===== src/rtl/sctc_pkg.sv =====
// Shared definitions for the scan-code to character converter: queue sizing,
// scan-code constants, the three key maps and the decoder action struct.
// No dependencies.
`timescale 1ns / 1ps

package sctc_pkg;

  localparam int QUEUE_DEPTH = 256;
  localparam int PTR_W       = $clog2(QUEUE_DEPTH);
  localparam int CHAR_W      = 7;
  localparam int TABLE_LEN   = 58;
  localparam int TBL_IDX_W   = $clog2(TABLE_LEN);

  typedef logic [PTR_W-1:0]  ptr_t;
  typedef logic [CHAR_W-1:0] char_t;

  // Commands carried in tuser
  localparam logic CMD_SCAN = 1'b0;
  localparam logic CMD_READ = 1'b1;

  // Scan codes of interest
  localparam logic [7:0] SC_RELEASE = 8'h80;
  localparam logic [6:0] SC_KEY_MSK = 7'h7F;
  localparam logic [7:0] SC_LSHIFT  = 8'h2A;
  localparam logic [7:0] SC_RSHIFT  = 8'h36;
  localparam logic [7:0] SC_CTRL    = 8'h1D;
  localparam logic [7:0] SC_ALT     = 8'h38;
  localparam logic [7:0] SC_F1      = 8'h3B;
  localparam char_t      CH_F1      = 7'h01;

  // Decoder result for one scan code
  typedef struct packed {
    logic  set_shift;
    logic  clr_shift;
    logic  tgl_alt;
    logic  push;
    char_t ch;
  } key_act_t;

  localparam char_t BASE_MAP [TABLE_LEN] = '{
    7'h00, 7'h1B, 7'h31, 7'h32, 7'h33, 7'h34, 7'h35, 7'h36, 7'h37, 7'h38,
    7'h39, 7'h30, 7'h2D, 7'h3D, 7'h08, 7'h09, 7'h71, 7'h77, 7'h65, 7'h72,
    7'h74, 7'h79, 7'h75, 7'h69, 7'h6F, 7'h70, 7'h5B, 7'h5D, 7'h0A, 7'h00,
    7'h61, 7'h73, 7'h64, 7'h66, 7'h67, 7'h68, 7'h6A, 7'h6B, 7'h6C, 7'h3B,
    7'h27, 7'h60, 7'h00, 7'h5C, 7'h7A, 7'h78, 7'h63, 7'h76, 7'h62, 7'h6E,
    7'h6D, 7'h2C, 7'h2E, 7'h2F, 7'h00, 7'h2A, 7'h00, 7'h20
  };

  localparam char_t SHIFT_MAP [TABLE_LEN] = '{
    7'h00, 7'h1B, 7'h21, 7'h40, 7'h23, 7'h24, 7'h25, 7'h5E, 7'h26, 7'h2A,
    7'h28, 7'h29, 7'h5F, 7'h2B, 7'h08, 7'h09, 7'h51, 7'h57, 7'h45, 7'h52,
    7'h54, 7'h59, 7'h55, 7'h49, 7'h4F, 7'h50, 7'h7B, 7'h7D, 7'h0A, 7'h00,
    7'h41, 7'h53, 7'h44, 7'h46, 7'h47, 7'h48, 7'h4A, 7'h4B, 7'h4C, 7'h3A,
    7'h22, 7'h7E, 7'h00, 7'h7C, 7'h5A, 7'h58, 7'h43, 7'h56, 7'h42, 7'h4E,
    7'h4D, 7'h3C, 7'h3E, 7'h3F, 7'h00, 7'h2A, 7'h00, 7'h20
  };

  localparam char_t ALT_MAP [TABLE_LEN] = '{
    7'h00, 7'h1B, 7'h31, 7'h32, 7'h33, 7'h34, 7'h35, 7'h36, 7'h37, 7'h38,
    7'h39, 7'h30, 7'h2D, 7'h3D, 7'h08, 7'h09, 7'h44, 7'h53, 7'h54, 7'h51,
    7'h46, 7'h47, 7'h45, 7'h48, 7'h58, 7'h48, 7'h5B, 7'h5D, 7'h0A, 7'h00,
    7'h43, 7'h52, 7'h59, 7'h42, 7'h4C, 7'h41, 7'h4A, 7'h4E, 7'h4D, 7'h3B,
    7'h27, 7'h60, 7'h00, 7'h5C, 7'h5A, 7'h27, 7'h4F, 7'h56, 7'h2F, 7'h7E,
    7'h50, 7'h2C, 7'h2E, 7'h2F, 7'h00, 7'h2A, 7'h00, 7'h20
  };

  // Ring pointer advance, wraps at QUEUE_DEPTH
  function automatic ptr_t ptr_next(ptr_t p);
    ptr_t n;
    if (p == PTR_W'(QUEUE_DEPTH - 1)) n = '0;
    else                              n = p + ptr_t'(1);
    return n;
  endfunction

endpackage


===== src/rtl/scancode_to_char_with_fifo.sv =====
// Top level of the scan-code to character converter with character queue.
// Depends on sctc_pkg, sctc_keymap and sctc_ram.
`timescale 1ns / 1ps
//
// Channel  | Dir | Handshake                  | Payload
// ---------+-----+----------------------------+----------------------------------
// s_axis   | in  | s_axis_tvalid_i / tready_o | tuser: command, tdata: scan_code
// m_axis   | out | m_axis_tvalid_o / tready_i | tuser: read_valid,
//          |     |                            | tdata: read_char, has_key
//
// One transaction in per cycle while the input is ready, one result per
// transaction. Flags and queue pointers update at the accepting edge; the
// queue RAM read issued there is registered alongside the result stage,
// then passes to the output register. Reset clears flags, pointers and valid
// bits; queue contents are left unwritten. A stalled output holds the result
// stage; input keeps flowing while either of the two stages behind it has
// room.

module scancode_to_char_with_fifo (
  input  logic       clk_i,
  input  logic       rst_ni,
  input  logic       s_axis_tvalid_i,
  output logic       s_axis_tready_o,
  input  logic [7:0] s_axis_tdata_i,   // [7:0] scan_code
  input  logic       s_axis_tuser_i,   // [0] command
  output logic       m_axis_tvalid_o,
  input  logic       m_axis_tready_i,
  output logic [7:0] m_axis_tdata_o,   // [6:0] read_char, [7] has_key
  output logic       m_axis_tuser_o    // [0] read_valid
);

  // Queue state
  sctc_pkg::ptr_t rd_ptr_q, rd_ptr_d;
  sctc_pkg::ptr_t wr_ptr_q, wr_ptr_d;
  logic           shift_q, shift_d;
  logic           alt_q, alt_d;

  // Result stage (aligned with RAM read data)
  logic s1_valid_q;
  logic s1_pop_q;
  logic s1_has_q;

  // Output register
  logic            out_valid_q;
  logic            out_rv_q;
  sctc_pkg::char_t out_char_q;
  logic            out_has_q;

  logic               accept;
  logic               is_read;
  logic               q_empty;
  logic               q_full;
  logic               do_pop;
  logic               do_push;
  logic               s1_adv;
  sctc_pkg::key_act_t act;
  sctc_pkg::char_t    ram_rdata;
  sctc_pkg::char_t    s1_char;

  sctc_keymap u_keymap (
    .scan_code_i (s_axis_tdata_i),
    .shift_i     (shift_q),
    .alt_i       (alt_q),
    .act_o       (act)
  );

  // Handshakes: result stage drains into the output register when it is
  // empty or being taken; input loads the result stage likewise.
  assign s1_adv          = !out_valid_q || m_axis_tready_i;
  assign s_axis_tready_o = !s1_valid_q || s1_adv;
  assign accept          = s_axis_tvalid_i && s_axis_tready_o;
  assign is_read         = (s_axis_tuser_i == sctc_pkg::CMD_READ);

  assign q_empty = (rd_ptr_q == wr_ptr_q);
  assign q_full  = (sctc_pkg::ptr_next(wr_ptr_q) == rd_ptr_q);
  assign do_pop  = accept && is_read && !q_empty;
  assign do_push = accept && !is_read && act.push && !q_full;

  always_comb begin
    rd_ptr_d = rd_ptr_q;
    wr_ptr_d = wr_ptr_q;
    shift_d  = shift_q;
    alt_d    = alt_q;
    if (do_pop)  rd_ptr_d = sctc_pkg::ptr_next(rd_ptr_q);
    if (do_push) wr_ptr_d = sctc_pkg::ptr_next(wr_ptr_q);
    if (accept && !is_read) begin
      if (act.set_shift) shift_d = 1'b1;
      if (act.clr_shift) shift_d = 1'b0;
      if (act.tgl_alt)   alt_d   = !alt_q;
    end
  end

  always_ff @(posedge clk_i or negedge rst_ni) begin
    if (!rst_ni) begin
      rd_ptr_q <= '0;
      wr_ptr_q <= '0;
      shift_q  <= 1'b0;
      alt_q    <= 1'b0;
    end else begin
      rd_ptr_q <= rd_ptr_d;
      wr_ptr_q <= wr_ptr_d;
      shift_q  <= shift_d;
      alt_q    <= alt_d;
    end
  end

  // Character queue; read enable only on a pop so the data holds on stall.
  // A push and a pop never share an edge, so no bypass is needed.
  sctc_ram #(
    .WIDTH (sctc_pkg::CHAR_W),
    .DEPTH (sctc_pkg::QUEUE_DEPTH)
  ) u_queue (
    .clk_i   (clk_i),
    .we_i    (do_push),
    .waddr_i (wr_ptr_q),
    .wdata_i (act.ch),
    .re_i    (do_pop),
    .raddr_i (rd_ptr_q),
    .rdata_o (ram_rdata)
  );

  // Result stage
  always_ff @(posedge clk_i or negedge rst_ni) begin
    if (!rst_ni) begin
      s1_valid_q <= 1'b0;
    end else if (s_axis_tready_o) begin
      s1_valid_q <= accept;
    end
  end

  always_ff @(posedge clk_i) begin
    if (accept) begin
      s1_pop_q <= do_pop;
      s1_has_q <= (rd_ptr_d != wr_ptr_d);
    end
  end

  assign s1_char = s1_pop_q ? ram_rdata : '0;

  // Output register
  always_ff @(posedge clk_i or negedge rst_ni) begin
    if (!rst_ni) begin
      out_valid_q <= 1'b0;
    end else if (s1_adv) begin
      out_valid_q <= s1_valid_q;
    end
  end

  always_ff @(posedge clk_i) begin
    if (s1_adv && s1_valid_q) begin
      out_rv_q   <= s1_pop_q;
      out_char_q <= s1_char;
      out_has_q  <= s1_has_q;
    end
  end

  assign m_axis_tvalid_o = out_valid_q;
  assign m_axis_tuser_o  = out_rv_q;
  assign m_axis_tdata_o  = {out_has_q, out_char_q};

`ifndef SYNTHESIS
  // A queue slot is either written or read by one transaction, never both
  a_no_push_pop: assert property (@(posedge clk_i) disable iff (!rst_ni)
    !(do_push && do_pop))
    else $error("push and pop in the same cycle");

  // A successful read shows up as a pop in the result stage
  a_pop_lands: assert property (@(posedge clk_i) disable iff (!rst_ni)
    do_pop |=> (s1_valid_q && s1_pop_q))
    else $error("pop lost on the way to the result stage");

  // A held result stage must keep its RAM read data
  a_rdata_hold: assert property (@(posedge clk_i) disable iff (!rst_ni)
    (s1_valid_q && !s1_adv) |=> (s1_valid_q && $stable(ram_rdata)))
    else $error("queue read data changed under a stalled result");

  // Queue never accepts a push into the last free slot
  a_no_overfill: assert property (@(posedge clk_i) disable iff (!rst_ni)
    do_push |=> (wr_ptr_q != rd_ptr_q))
    else $error("queue wrapped onto itself");
`endif

endmodule


===== src/rtl/sctc_ram.sv =====
// Generic single-write, single-read RAM with registered read data.
// No dependencies.
`timescale 1ns / 1ps

module sctc_ram #(
  parameter int WIDTH = 8,
  parameter int DEPTH = 16
) (
  input  logic                     clk_i,
  input  logic                     we_i,
  input  logic [$clog2(DEPTH)-1:0] waddr_i,
  input  logic [WIDTH-1:0]         wdata_i,
  input  logic                     re_i,
  input  logic [$clog2(DEPTH)-1:0] raddr_i,
  output logic [WIDTH-1:0]         rdata_o
);

  logic [WIDTH-1:0] mem_q [DEPTH];
  logic [WIDTH-1:0] rdata_q;

  always_ff @(posedge clk_i) begin
    if (we_i) begin
      mem_q[waddr_i] <= wdata_i;
    end
    if (re_i) begin
      rdata_q <= mem_q[raddr_i];
    end
  end

  assign rdata_o = rdata_q;

endmodule


===== src/rtl/sctc_keymap.sv =====
// Scan-code decoder: turns one set-1 byte plus the shift/alt flags into
// flag updates and an optional character to queue. Uses sctc_pkg.
`timescale 1ns / 1ps

module sctc_keymap (
  input  logic              [7:0] scan_code_i,
  input  logic                    shift_i,
  input  logic                    alt_i,
  output sctc_pkg::key_act_t      act_o
);

  logic [6:0]                     key;
  logic [sctc_pkg::TBL_IDX_W-1:0] idx;
  sctc_pkg::char_t                map_ch;
  logic                           in_table;

  assign key      = scan_code_i[6:0] & sctc_pkg::SC_KEY_MSK;
  assign idx      = scan_code_i[sctc_pkg::TBL_IDX_W-1:0];
  assign in_table = ({24'd0, scan_code_i} < 32'(sctc_pkg::TABLE_LEN));

  always_comb begin
    map_ch = '0;
    if (in_table) begin
      if (alt_i)        map_ch = sctc_pkg::ALT_MAP[idx];
      else if (shift_i) map_ch = sctc_pkg::SHIFT_MAP[idx];
      else              map_ch = sctc_pkg::BASE_MAP[idx];
    end
  end

  always_comb begin
    act_o = '0;
    if ((scan_code_i & sctc_pkg::SC_RELEASE) != 8'd0) begin
      // release: only the shift keys matter
      if ({1'b0, key} == sctc_pkg::SC_LSHIFT || {1'b0, key} == sctc_pkg::SC_RSHIFT) begin
        act_o.clr_shift = 1'b1;
      end
    end else if (scan_code_i == sctc_pkg::SC_LSHIFT ||
                 scan_code_i == sctc_pkg::SC_RSHIFT) begin
      act_o.set_shift = 1'b1;
    end else if (scan_code_i == sctc_pkg::SC_CTRL) begin
      act_o = '0;
    end else if (scan_code_i == sctc_pkg::SC_ALT) begin
      act_o.tgl_alt = 1'b1;
    end else if (scan_code_i == sctc_pkg::SC_F1) begin
      act_o.push = 1'b1;
      act_o.ch   = sctc_pkg::CH_F1;
    end else begin
      act_o.push = (map_ch != '0);
      act_o.ch   = map_ch;
    end
  end

endmodule

===== config.mk =====
export PLATFORM = sky130hd
export DESIGN_NAME = scancode_to_char_with_fifo
export DESIGN_NICKNAME = d
export VERILOG_FILES = /design/src/rtl/sctc_pkg.sv /design/src/rtl/scancode_to_char_with_fifo.sv /design/src/rtl/sctc_ram.sv /design/src/rtl/sctc_keymap.sv
export SDC_FILE = /design/constraint.sdc
export NUM_CORES = 2
export LEC_CHECK = 0
export BUFFER_PORTS_ARGS = -buffer_cell sky130_fd_sc_hd__buf_2
export CAP_MARGIN = 20
export CORE_ASPECT_RATIO = 0.75
export CORE_MARGIN = 8
export CORE_UTILIZATION = 25
export CTS_CLUSTER_DIAMETER = 30
export DETAILED_ROUTE_END_ITERATION = 12
export GPL_ROUTABILITY_DRIVEN = 0
export GPL_TIMING_DRIVEN = 0
export SLEW_MARGIN = 10
export SYNTH_ARGS = -nofsm -noshare
export SYNTH_HDL_FRONTEND = slang
export SYNTH_HIERARCHICAL = 1
export SYNTH_SLANG_ARGS = --single-unit

===== constraint.sdc =====
create_clock -name clk_i -period 8.5 [get_ports clk_i]
set_input_delay 1.7 -clock clk_i [delete_from_list [all_inputs] [get_ports clk_i]]
set_output_delay 1.7 -clock clk_i [all_outputs]
set_load 0.02 [all_outputs]

==> run metrics <==
status finished, final reports clean; post-route insts no fill 8351; WS Path Type in2reg; Hold WC Path Type reg2reg; min Tclk post-route ~8.1 ns; RSZ-0062 raised after global routing false; post-synth top area share 0.733; routed wl met3 35.7 mm; endpoints failing setup 0; first-pass GRT wire length 317 mm; TritonCTS buffer count ~250; CP Capture Type flip-flop; WL per Instance between 20 and 30 um; initial drt markers a little under 7k; worst hold slack 0.417 ns; CTS Sinks between 1.5k and 2k; NumNets Final approximately 4.2k; core area 296000 um^2; CP arrival about 8.5 ns; row cnt 173; synthesized flop and latch total ~1.8k; max layer used met5; Pleak 28.7 nW; CP Max Fanout 17; HP Start s1_has_q; Most used DFF post-synth edfxtp_1; synthesized area per cell between 15 and 20 um^2; drt drc 0; fin crit share 0.948; HPWL Detailed approximately 160 mm; Port Buffers 22; Post-DRT Antenna Nets 0; Hold Path End out_has_q; Req. time, crit path between 8 and 9 ns; area delta synth->final 20.3%; Cell Count Post-Placement 7886; top cells by area, synth edfxtp_1, mux4_2, mux2i_1; synth warn 6; relative slew slack 0.189; postcts setup bufs 0; CTS tree built; R2R Setup Slk roughly 2.4 ns; Clock Root Buffer clkbuf_16; fillers 28.7k; starting density of the core 0.251; Die Span X roughly 640 um; worst-margin pin slew roughly 1.2 ns; Clock Skews ~0.072 ns; Clock Latency Late Sink slightly below 0.9 ns; CTS H-tree lvls 4; largest net degree at the start of global routing 69; post-synth design cell area about 74000 um^2; fmax 124 MHz; Syn Inst Count slightly below 4k; share of layout cells above drive strength 1 0.252; Peak VDD IR 0.195 mV; routed wl met2 91.4 mm; Seq/Total Area, Yosys 0.739; Vias roughly 42k; DRT met1 WL between 90 and 100 mm; Final Max Tran Viols 0; Die Area around 310000 um^2; R2R depth 13; vias per inst slightly above 5; max cap viols 0; EDFF count, synth ~1.8k; CTS clk-pin slew, worst paths approximately 0.05 ns; CP Launch Type input pin; DRT Pass-1 Iters 9; Die Height approximately 500 um; hold depth 0; initial antenna violation count 17; area leader, netlist edfxtp_1; Synth cell types 94; worst flop-to-flop path startpoint alt_q; pwr dens 296 nW/um^2; final count of hold timing violations 0; drt total wl between 200 and 250 mm; CTS Buffer Depth 4; vias in the first global route between 40k and 50k; multi-input logic area 17700 um^2; Reg area 54900 um^2; syn nets 3890; fraction of registers with async set/reset 0.0109; FF-to-FF End u_queue/mem_q[39][0]; GRT Resource Usage Total 0.140; io pins 24; global route overflow 0; Worst setup startpoint s_axis_tdata_i[1]
==> state kept, by name, indices dropped and copies added (netlist names), 7 cells and up <==
signal and flops:
u_queue/mem_q 1792, out_char_q 7, rd_ptr_q 8, wr_ptr_q 8, u_queue/rdata_o 7
==> synthesized netlist by cell type, drive strengths merged (4+ instances only) <==
master	instances
nand2	103
a311oi	6
mux4	390
and2	20
nor4	43
a21o	7
a22o	14
mux2	9
a211oi	15
a21oi	70
o22ai	74
or2	4
nor3b	12
ha	16
nor3	50
or4	4
a31oi	8
nand4	15
clkbuf	102
buf	147
o221ai	10
xnor2	5
a2111oi	22
o31ai	6
edfxtp	1810
inv	20
nor2	334
a22oi	62
and3	5
mux2i	165
nand2b	32
xor2	20
o2111ai	17
o211ai	7
o21ai	42
nand3	61
nand3b	4
nor2b	31
dfrtp	20
o211a	7
a221oi	25
==> layer usage <==
| metal | vias up | track usage |
|---|---|---|
| met4 | 8 | 0.0382 |
| met1 | 22166 | 0.204 |
| met2 | 2987 | 0.188 |
| li1 | 16681 | - |
| met5 | - | 0.00332 |
| met3 | 457 | 0.0591 |
==> placed cells by master (no fill, tap or decap), types with 22 or more instances in the layout <==
cell type,count
edfxtp_1,1810
nor4_1,40
nand3_1,61
o21ai_0,33
buf_2,91
bufinv_16,30
clkinv_1,27
nand2b_1,30
a22oi_1,62
a221oi_1,25
buf_12,42
nor3_1,49
inv_6,33
nor2b_1,29
inv_8,22
clkbuf_1,99
buf_4,31
a21oi_1,69
clkbuf_16,249
nor2_1,313
nand2_1,103
o22ai_1,69
clkinv_4,26
buf_6,33
mux4_2,380
mux2i_1,165
==> cell type report <==
cell class                 count  share of cell area
antenna                        9            0.000252
buffer                       248              0.0187
clock buffer                 265              0.0705
clock inverter               190              0.0253
inverter                      21            0.000884
multi-input combinational   1761               0.198
sequential                  1830               0.615
tap                         3937              0.0552
timing repair buffer          90              0.0159
==> power breakdown <==
| part | switching, mW | internal [mW] | leakage (nW) | total [mW] |
|---|---|---|---|---|
| clock | 4.21 | 6.40 | 4.13 | 10.6 |
| combinational | 3.88 | 1.91 | 6.85 | 5.79 |
| sequential | 0.0722 | 9.90 | 17.7 | 9.98 |
| total | 8.16 | 18.2 | 28.7 | 26.4 |
==> metrics by stage <==
step	setup slack [ns]	TNS, ns	utilization	instance area [um^2]	total power [mW]
after floorplan	-2.17	-1110.42	-	74200	13.3
final	0.443	0	0.302	89200	26.4
after global routing	0.283	0	0.302	89200	27.0
after detailed placement	-0.737	-418.88	0.273	80600	15.7
after global placement	-10.07	-	0.268	79200	15.6
after CTS	0.145	0	0.301	89100	26.3
==> worst max-delay path, cell delays in order <==
cell and delay, ns:
buf_2 0.17, clkbuf_2 0.26, buf_4 0.25, inv_1 0.31, ha_1 0.22, clkbuf_1 0.52
mux2i_1 0.17, a221oi_1 0.30, nor3b_2 0.29, a2111oi_0 0.12, nor4_1 0.44, nor4_1 0.10
a41oi_1 0.46, o311ai_4 0.22, inv_2 0.42, nand4_1 0.82, clkbuf_2 0.64, buf_16 0.30
nor2_1 0.74
==> cells by family after synthesis <==
logic type / synth area share
compound gates: 0.0416
flops: 0.739
mux: 0.143
fa+ha+maj: 0.00270
buf+inv: 0.0234
xor+xnor: 0.00386
simple gates: 0.0463
==> worst max path at each step <==
stage	endpoint	slack (ns)	depth (start not counted)
floorplan	u_queue/mem_q[0][5]	-2.17	9
global placement	u_queue/mem_q[52][6]	-10.07	12
detailed placement	u_queue/mem_q[34][0]	-0.74	20
CTS	u_queue/mem_q[34][2]	0.14	20
global route	u_queue/mem_q[209][0]	0.28	19
finish	u_queue/mem_q[39][0]	0.44	19
==> repair_timing <==
| action | in CTS | in global routing |
|---|---|---|
| endpoints found under the hold margin | 0 | 0 |
| gates resized for setup | 0 | 17 |
| hold buffers | 0 | 0 |
| setup endpoints to repair | 0 | 472 |
No activity file was read; power rests on OpenSTA's default activity.
